File: src/sv/rrmd_pkg.sv
`timescale 1ns / 1ps

package rrmd_pkg;

    localparam int BUTTON_COUNT = 10;
    localparam int BTN_W        = 10;
    localparam int LEN_W        = 4;
    localparam int S_TDATA_W    = 40;   // len + four bytes, padded to whole bytes
    localparam int M_TDATA_W    = 24;   // mode + pressed + clicks, padded

    // Buttons that exist; anything above BUTTON_COUNT is masked away.
    localparam logic [BTN_W-1:0] BUTTON_MASK =
        BTN_W'(((64'd1 << BUTTON_COUNT) - 64'd1) & 64'h3FF);

    typedef enum logic [2:0] {
        MODE_UNSET   = 3'd0,
        MODE_A       = 3'd1,
        MODE_B       = 3'd2,
        MODE_C       = 3'd3,
        MODE_D       = 3'd4
    } mode_t;

    localparam logic [BTN_W-1:0] BTN_A     = 10'h001;
    localparam logic [BTN_W-1:0] BTN_B     = 10'h002;
    localparam logic [BTN_W-1:0] BTN_C     = 10'h004;
    localparam logic [BTN_W-1:0] BTN_D     = 10'h008;
    localparam logic [BTN_W-1:0] BTN_L1    = 10'h010;
    localparam logic [BTN_W-1:0] BTN_L2    = 10'h020;
    localparam logic [BTN_W-1:0] BTN_UP    = 10'h040;
    localparam logic [BTN_W-1:0] BTN_DOWN  = 10'h080;
    localparam logic [BTN_W-1:0] BTN_LEFT  = 10'h100;
    localparam logic [BTN_W-1:0] BTN_RIGHT = 10'h200;
    localparam logic [BTN_W-1:0] BTN_DIRS  = BTN_UP | BTN_DOWN | BTN_LEFT | BTN_RIGHT;
    localparam logic [BTN_W-1:0] BTN_ALL   = 10'h3FF;

    // Report byte values
    localparam logic [7:0] RPT_NONE    = 8'h00;
    localparam logic [7:0] RPT_01      = 8'h01;
    localparam logic [7:0] RPT_02      = 8'h02;
    localparam logic [7:0] RPT_04      = 8'h04;
    localparam logic [7:0] RPT_08      = 8'h08;
    localparam logic [7:0] RPT_10      = 8'h10;
    localparam logic [7:0] RPT_20      = 8'h20;
    localparam logic [7:0] RPT_40      = 8'h40;
    localparam logic [7:0] RPT_60      = 8'h60;
    localparam logic [7:0] RPT_80      = 8'h80;
    localparam logic [7:0] RPT_90      = 8'h90;
    localparam logic [7:0] RPT_KEY     = 8'h50;
    localparam logic [7:0] RPT_KEY_A   = 8'h52;
    localparam logic [7:0] RPT_KEY_C   = 8'h51;
    localparam logic [7:0] AXIS_NEG    = 8'hE4;
    localparam logic [7:0] AXIS_POS    = 8'h1C;

    localparam logic [LEN_W-1:0] LEN_ONE  = 4'd1;
    localparam logic [LEN_W-1:0] LEN_TWO  = 4'd2;
    localparam logic [LEN_W-1:0] LEN_FOUR = 4'd4;

    // Direction of an unambiguous two-byte joystick report, zero if none.
    function automatic logic [BTN_W-1:0] joy_dir(input logic [7:0] b0, input logic [7:0] b1);
        logic [BTN_W-1:0] dir;
        dir = '0;
        if (b0 == RPT_NONE) begin
            case (b1)
                RPT_10:  dir = BTN_UP;
                RPT_90:  dir = BTN_DOWN;
                RPT_40:  dir = BTN_LEFT;
                RPT_60:  dir = BTN_RIGHT;
                default: dir = '0;
            endcase
        end
        return dir;
    endfunction

endpackage

File: src/sv/remote_report_mode_decoder.sv
`timescale 1ns / 1ps

// Remote report mode decoder.
// Slave channel (s_): one transfer per remote report or disconnect event.
//   s_tuser is the operation (0 decode a report, 1 disconnect); s_tdata holds
//   the report length and up to four report bytes.
// Master channel (m_): exactly one transfer per accepted input, carrying the
//   guessed mode, the pressed-button bitmap, the clicks raised by that report
//   and, in m_tuser, a flag for a report that matched no rule of the mode.
// Latency: the result is valid the cycle after the input transfer.
// Throughput: one report per cycle while m_tready stays high. Mode detection,
//   table decode and the button update are combinational byte compares and
//   masking between the slave handshake and the state/result registers.
// Reset (aresetn low, synchronous): mode goes to unknown, all buttons are
//   released and no result is pending.
// Stall: while a result waits on m_tready, s_tready is low and the state is
//   held; the held result and the state always describe the same report, and
//   a new input is taken in the same cycle the pending result leaves.
module remote_report_mode_decoder (
    input  logic                              aclk,
    input  logic                              aresetn,
    input  logic                              s_tvalid,
    output logic                              s_tready,
    // [3:0] report_length, [11:4] byte_zero, [19:12] byte_one,
    // [27:20] byte_two, [35:28] byte_three, [39:36] zero
    input  logic [rrmd_pkg::S_TDATA_W-1:0]    s_tdata,
    // [0] operation
    input  logic                              s_tuser,
    output logic                              m_tvalid,
    input  logic                              m_tready,
    // [2:0] mode_now, [12:3] pressed_bits, [22:13] click_bits, [23] zero
    output logic [rrmd_pkg::M_TDATA_W-1:0]    m_tdata,
    // [0] unexpected_report
    output logic                              m_tuser
);
    import rrmd_pkg::*;

    mode_t            mode_reg,    mode_next;
    logic [BTN_W-1:0] pressed_reg, pressed_next;
    logic [BTN_W-1:0] click_reg,   click_next;
    logic             bad_reg,     bad_next;
    logic             m_tvalid_reg;

    logic             s_accept;
    logic [LEN_W-1:0] len;
    logic [7:0]       b0, b1, b2, b3;

    // Scratch values of the decode
    mode_t            detected;
    mode_t            mode_dec;
    logic [BTN_W-1:0] base, on, off, clk;
    logic             bad;
    logic             len1, len2, len4, rest_zero;

    assign s_tready = !m_tvalid_reg || m_tready;
    assign s_accept = s_tvalid && s_tready;

    assign len = s_tdata[3:0];
    assign b0  = s_tdata[11:4];
    assign b1  = s_tdata[19:12];
    assign b2  = s_tdata[27:20];
    assign b3  = s_tdata[35:28];

    assign len1 = (len == LEN_ONE);
    assign len2 = (len == LEN_TWO);
    assign len4 = (len == LEN_FOUR);
    assign rest_zero = (b1 == RPT_NONE) && (b2 == RPT_NONE) && (b3 == RPT_NONE);

    // Mode detection: a report unique to one mode switches to it; otherwise
    // a report that contradicts the current mode drops back to unknown.
    always_comb begin
        detected = mode_reg;
        if (len4) begin
            detected = MODE_D;
        end else if (len1) begin
            if (b0 == RPT_04 || b0 == RPT_10 || b0 == RPT_20) begin
                detected = MODE_A;
            end
        end else if (len2) begin
            if ((b0 == RPT_10 && b1 == RPT_KEY_A) || (b0 == RPT_08 && b1 == RPT_KEY_C) ||
                (b0 == RPT_80 && b1 == RPT_KEY)   || (b0 == RPT_40 && b1 == RPT_KEY)) begin
                detected = MODE_B;
            end
        end

        mode_dec = detected;
        if (detected == mode_reg) begin
            case (mode_reg)
                MODE_A: begin
                    if (len2 && ((b0 == RPT_01 && b1 == RPT_KEY) || joy_dir(b0, b1) != '0)) begin
                        mode_dec = MODE_UNSET;
                    end
                end
                MODE_B: begin
                    if (len1 && (b0 == RPT_02 || b0 == RPT_01)) begin
                        mode_dec = MODE_UNSET;
                    end
                end
                MODE_C: begin
                    if ((len1 && b0 == RPT_01) ||
                        (len2 && (b0 == RPT_01 || b0 == RPT_02) && b1 == RPT_KEY)) begin
                        mode_dec = MODE_UNSET;
                    end
                end
                MODE_D: begin
                    if (len2 && joy_dir(b0, b1) != '0) begin
                        mode_dec = MODE_UNSET;
                    end
                end
                default: mode_dec = mode_reg;
            endcase
        end
    end

    // Table decode in the (possibly new) mode; a mode change clears buttons.
    always_comb begin
        base = (mode_dec != mode_reg) ? '0 : pressed_reg;
        on   = '0;
        off  = '0;
        clk  = '0;
        bad  = 1'b0;
        case (mode_dec)
            MODE_A: begin
                if (len1) begin
                    case (b0)
                        RPT_NONE: off = BTN_A | BTN_C | BTN_D | BTN_DIRS;
                        RPT_01: begin
                            on  = BTN_D | BTN_UP;
                            clk = BTN_D;
                        end
                        RPT_02: begin
                            on  = BTN_C | BTN_DOWN;
                            clk = BTN_C;
                        end
                        RPT_04: begin
                            on  = BTN_A;
                            clk = BTN_A;
                        end
                        RPT_10:  on  = BTN_LEFT;
                        RPT_20:  on  = BTN_RIGHT;
                        default: bad = 1'b1;
                    endcase
                end else if (len2 && b1 == RPT_KEY && b0 == RPT_NONE) begin
                    off = BTN_L1;
                end else if (len2 && b1 == RPT_KEY && b0 == RPT_02) begin
                    on  = BTN_L1;
                    clk = BTN_L1;
                end else begin
                    bad = 1'b1;
                end
            end
            MODE_B: begin
                if (!len2) begin
                    bad = 1'b1;
                end else if (b0 == RPT_NONE && b1 == RPT_KEY) begin
                    off = BTN_ALL;
                end else if (b0 == RPT_10 && b1 == RPT_KEY_A) begin
                    on = BTN_A;
                end else if (b0 == RPT_01 && b1 == RPT_KEY) begin
                    on = BTN_B;
                end else if (b0 == RPT_08 && b1 == RPT_KEY_C) begin
                    on = BTN_C;
                end else if (b0 == RPT_02 && b1 == RPT_KEY) begin
                    on = BTN_D;
                end else if (b0 == RPT_80 && b1 == RPT_KEY) begin
                    on = BTN_L1;
                end else if (b0 == RPT_40 && b1 == RPT_KEY) begin
                    on = BTN_L2;
                end else if (joy_dir(b0, b1) != '0) begin
                    on = joy_dir(b0, b1);
                end else begin
                    bad = 1'b1;
                end
            end
            MODE_C: begin
                if (len1 && b0 == RPT_NONE) begin
                    off = BTN_C;
                end else if (len1 && b0 == RPT_02) begin
                    on  = BTN_C;
                    clk = BTN_C;
                end else if (len2 && b0 == RPT_NONE && b1 == RPT_KEY) begin
                    off = BTN_DIRS;
                end else if (len2 && joy_dir(b0, b1) != '0) begin
                    on = joy_dir(b0, b1);
                end else begin
                    bad = 1'b1;
                end
            end
            MODE_D: begin
                if (len1) begin
                    case (b0)
                        RPT_NONE: off = BTN_C | BTN_D;
                        RPT_01: begin
                            on  = BTN_C;
                            clk = BTN_C;
                        end
                        RPT_02: begin
                            on  = BTN_D;
                            clk = BTN_D;
                        end
                        default: bad = 1'b1;
                    endcase
                end else if (len2) begin
                    if (b0 == RPT_NONE && b1 == RPT_KEY) begin
                        off = BTN_A | BTN_B;
                    end else if (b0 == RPT_01 && b1 == RPT_KEY) begin
                        on = BTN_A;
                    end else if (b0 == RPT_02 && b1 == RPT_KEY) begin
                        on = BTN_B;
                    end else begin
                        bad = 1'b1;
                    end
                end else if (len4) begin
                    if (rest_zero && b0 == RPT_NONE) begin
                        off = BTN_L1 | BTN_L2 | BTN_DIRS;
                    end else if (rest_zero && b0 == RPT_02) begin
                        on  = BTN_L1;
                        clk = BTN_L1;
                    end else if (rest_zero && b0 == RPT_01) begin
                        on  = BTN_L2;
                        clk = BTN_L2;
                    end else begin
                        // Axis report: L2 follows byte zero, one direction wins
                        if (b0 == RPT_01) begin
                            on = BTN_L2;
                        end else begin
                            off = BTN_L2;
                        end
                        if (b1 == AXIS_NEG) begin
                            on  = on | BTN_LEFT;
                            off = off | (BTN_DIRS & ~BTN_LEFT);
                        end else if (b1 == AXIS_POS) begin
                            on  = on | BTN_RIGHT;
                            off = off | (BTN_DIRS & ~BTN_RIGHT);
                        end else if (b2 == AXIS_NEG) begin
                            on  = on | BTN_UP;
                            off = off | (BTN_DIRS & ~BTN_UP);
                        end else if (b2 == AXIS_POS) begin
                            on  = on | BTN_DOWN;
                            off = off | (BTN_DIRS & ~BTN_DOWN);
                        end else begin
                            bad = 1'b1;
                        end
                    end
                end else begin
                    bad = 1'b1;
                end
            end
            default: begin
                // Unknown mode: drop everything, only a joystick report presses
                base = '0;
                if (len2) begin
                    on = joy_dir(b0, b1);
                end
            end
        endcase
    end

    // Disconnect resets state; otherwise apply the decode.
    always_comb begin
        if (s_tuser) begin
            mode_next    = MODE_UNSET;
            pressed_next = '0;
            click_next   = '0;
            bad_next     = 1'b0;
        end else begin
            mode_next    = mode_dec;
            pressed_next = ((base & ~off) | on) & BUTTON_MASK;
            click_next   = clk & BUTTON_MASK;
            bad_next     = bad;
        end
    end

    always_ff @(posedge aclk) begin
        if (!aresetn) begin
            mode_reg     <= MODE_UNSET;
            pressed_reg  <= '0;
            click_reg    <= '0;
            bad_reg      <= 1'b0;
            m_tvalid_reg <= 1'b0;
        end else begin
            if (s_accept) begin
                mode_reg     <= mode_next;
                pressed_reg  <= pressed_next;
                click_reg    <= click_next;
                bad_reg      <= bad_next;
                m_tvalid_reg <= 1'b1;
            end else if (m_tready) begin
                m_tvalid_reg <= 1'b0;
            end
        end
    end

    assign m_tvalid = m_tvalid_reg;
    assign m_tdata  = {1'b0, click_reg, pressed_reg, mode_reg};
    assign m_tuser  = bad_reg;

    // A click is always for a button that is pressed in the same result.
    a_click_pressed: assert property (@(posedge aclk) disable iff (!aresetn)
        m_tvalid |-> ((click_reg & ~pressed_reg) == '0))
        else $error("click reported for a released button");

    // Unknown mode never raises clicks or flags a report.
    a_unknown_quiet: assert property (@(posedge aclk) disable iff (!aresetn)
        (m_tvalid && mode_reg == MODE_UNSET) |-> (click_reg == '0 && !bad_reg))
        else $error("unknown mode produced a click or unexpected flag");

    // A disconnect leaves unknown mode with all buttons released.
    a_disconnect: assert property (@(posedge aclk) disable iff (!aresetn)
        (s_accept && s_tuser) |=> (m_tvalid && mode_reg == MODE_UNSET &&
                                   pressed_reg == '0))
        else $error("disconnect did not clear state");

    // State only moves on an input transfer.
    a_state_hold: assert property (@(posedge aclk) disable iff (!aresetn)
        !s_accept |=> ($stable(mode_reg) && $stable(pressed_reg)))
        else $error("state changed without an input transfer");

endmodule
File: config.mk
export PLATFORM = sky130hd
export DESIGN_NAME = remote_report_mode_decoder
export DESIGN_NICKNAME = d
export VERILOG_FILES = /design/src/sv/rrmd_pkg.sv /design/src/sv/remote_report_mode_decoder.sv
export SDC_FILE = /design/constraint.sdc
export NUM_CORES = 1
export LEC_CHECK = 0
export CAP_MARGIN = 20
export CORE_ASPECT_RATIO = 0.7
export CORE_MARGIN = 4
export CORE_UTILIZATION = 55
export CTS_CLUSTER_SIZE = 28
export DETAILED_ROUTE_END_ITERATION = 16
export DONT_BUFFER_PORTS = 1
export HOLD_SLACK_MARGIN = 0.08
export PLACE_DENSITY_LB_ADDON = 0.05
export SLEW_MARGIN = 20
export SYNTH_ARGS = -nofsm -noshare
export SYNTH_HDL_FRONTEND = slang
export SYNTH_SLANG_ARGS = --single-unit
File: constraint.sdc
create_clock -name aclk -period 7.5 [get_ports aclk]
set_clock_uncertainty 0.15 [all_clocks]
set_input_delay 1.875 -clock aclk [delete_from_list [all_inputs] [get_ports aclk]]
set_output_delay 1.875 -clock aclk [all_outputs]
set_load 0.005 [all_outputs]
==> out/summary.txt <==
Crit. End Element: flip-flop
Status: complete, no violations
Worst r2r src: mode_reg[0]
CTS tree: yes
Vias: 2,652
Internal: 188 uW
Postcts setup bufs: 0
DIE HEIGHT: 63.6 um
Startpoint class of the critical path: input port
Hold_sp: click_reg[3]
Synth cell types: 74
Synth cell count leaders: 35 x nand2_1, 35 x nor2_1, 20 x dfxtp_1, 17 x nand3_1, 15 x o21ai_0
Fin. Hold Viols: 0
GP Congestion: 0.977
R2R Path End: pressed_reg[2]
Power Density: 97.7 nW/um^2
DR iter-0 viols: 378
Power Total: 243 uW
Port Buffers: 0
Die area: 5560 um^2
Vias in the first global route: 2,533
Clock sink count: 20
Vias/cell: 7.17
Main flop type after synthesis: dfxtp_1
Avg Inst Size Synth: 7.42 um^2
Worst Reg-to-Reg Cells: 10
Placed standard-cell area: 2420 um^2
Setup TNS Final: 0 ns
Row Count: 19
Psw: 55.8 uW
Top cell type's share of synthesized area: 0.165
Area grow syn2layout: 2.63%
FILL cells: 402
H-tree Lvls: 1
Hold path depth: 2
Starting Density: 0.594
Synth area leaders: dfxtp_1 16%, nand2_1 5.4%, nor2_1 5.4%
Clock tree buffer depth: 2
Met1 usage: 0.420
Inst Count DP: 366
Setup CP Type: input port to flip-flop
GRT Total Usage: 0.282
Post-synth EDFFs: 0
Core Footprint: 4090 um^2
Critical path arrival: 4.92 ns
Post-Syn Instances: 327
Hold Path Sink: click_reg[3]
Crit path time final: 4.86 ns
Routed Antenna Nets: 0
Mapped Area: 2430 um^2
First-pass DRT Iterations: 6
Die width: 87.4 um
Leak Pwr: 0.722 nW
Final HPWL from detailed placement: 6020 um
Asr flop ratio synth: 0
Slew Viols, Final: 0
GR peak layer: met1
Post-synthesis sequential area ratio: 0.165
Post-CTS Hold Buffers: 0
Highest clock rate: 206 MHz
Share of cells above drive strength 1: 0.126
Reg-to-reg slack, setup: 4.43 ns
Syn. warnings: 0
M3 GR Usage: 0.0977
Peak VDD IR: 0.102 mV
Hold Crit Class: flip-flop to flip-flop
Unrepaired setup endpoints after global routing: false
First-pass GRT wire length: 12,800 um
Slew @ Worst Pin: 0.977 ns
Combinational power share: 0.116
Fin cells: 370
Reg power frac: 0.438
Max-capacitance violation count: 0
Synth area leader: dfxtp_1
Utilization after layout: 0.609
Clock power share: 0.446
Final WL: 7730 um
# setup viols final: 0
PostCTS Resize Cnt: 0
Net Sw Frac: 0.229
Met2 Track Usage GR: 0.383
Root Buffer: clkbuf_8
Max reg flops: 10
FF+latch count, synth: 20
Period utilization: 0.649
Critical Path RT: 7.56 ns
Max_slew headroom: 0.347
Initial antenna violation count: 0
Largest net degree at the start of global routing: 24
Nets: 364
Number of CTS-inserted buffers: 3
Crit-path max FO: 10
Final instance area: 2490 um^2
Antenna diodes: 0
Insertion delay to the later sink of the worst-skew pair: 0.26 ns
Clk slew on worst S/H paths: 0.08 ns
Drt drc: 0
Top-Level Pins: 72
WL/cell: 20.9 um
Total gr overflow: 0
[worst max-delay path by stage]
stage | to | cells past startpoint | from | slack [ns]
2_1_floorplan | pressed_reg[2] | 11 | s_tdata[5] | 2.93
3_3_place_gp | click_reg[4] | 10 | s_tdata[2] | 2.39
3_5_place_dp | click_reg[4] | 10 | s_tdata[2] | 2.44
4_1_cts | click_reg[4] | 10 | s_tdata[2] | 2.70
5_1_grt | click_reg[4] | 10 | s_tdata[2] | 2.25
6_report | click_reg[4] | 10 | s_tdata[2] | 2.64
[through the flow]
step	hold WS, ns	setup WS, ns
after global placement	0.317	2.39
after CTS	0.330	2.70
final	0.326	2.64
after detailed placement	0.319	2.44
after global routing	0.362	2.25
after floorplan	0.298	2.93
[logic make-up after synthesis]
| family | after synthesis | share of synthesized area |
|---|---|---|
| muxes | 1 | 0.00412 |
| other | 1 | 0.00154 |
| AOI/OAI and AO/OA | 94 | 0.308 |
| xor gates and xnor gates | 3 | 0.0108 |
| and+or+nand+nor | 181 | 0.458 |
| DFF | 20 | 0.165 |
| buffers and inverters | 27 | 0.0531 |
[critical path: stages]
cell and delay [ns]:
nor4b_4 0.64, nand4_2 0.28, and3b_1 0.32, nor4_4 0.48, inv_2 0.11, o41ai_2 0.44, nand2_1 0.09, a2111oi_0 0.49
a21oi_1 0.08, nor2_1 0.10
[metal layers]
metal / vias up / routed length, um
met5: - / 0
met4: 0 / 123
met3: 19 / 974
met2: 168 / 3130
met1: 1218 / 3510
li1: 1247 / -
[cell type report]
cell class	count	area (um^2)	share of cell area
inverters	8	30.0	0.0121
clock buffers	3	41.3	0.0166
repair buffers	1	7.51	0.00301
flip-flops and latches	20	400	0.161
clock inverters	1	30.0	0.0121
well taps	52	65.1	0.0261
multi-input cells	285	1920	0.769
[power groups by stage]
stage	Clock (mW)	Combinational, mW	Sequential [mW]
4_1_cts	0.110	0.0271	0.107
6_report	0.109	0.0281	0.107
5_1_grt	0.117	0.0306	0.107
3_3_place_gp	0	0.0270	0.109
2_1_floorplan	0	0.0264	0.109
3_5_place_dp	0	0.0270	0.109
[layout by cell type (no fill, tap or decap), types with 3 or more instances in the layout]
cell type / instances
a21o_1: 3
inv_1: 7
and2_1: 5
o31ai_1: 4
nor3b_1: 4
nor4b_1: 3
o21ai_0: 15
nand3_1: 17
nand4_1: 8
a31oi_1: 10
or2_2: 7
nor4_4: 4
or4_1: 3
nor3_1: 13
o211ai_1: 5
a32o_1: 3
dfxtp_1: 20
a22oi_1: 5
a211oi_2: 3
conb_1: 6
nor2b_1: 3
nor4_1: 8
o22ai_1: 3
nand2b_1: 3
clkbuf_8: 3
o221ai_1: 3
a21oi_1: 14
nor2_1: 35
and3_1: 3
or3_1: 5
and4_1: 3
nor4bb_1: 3
or4b_1: 3
nand2_1: 35
(Power assumes the default switching activity.)
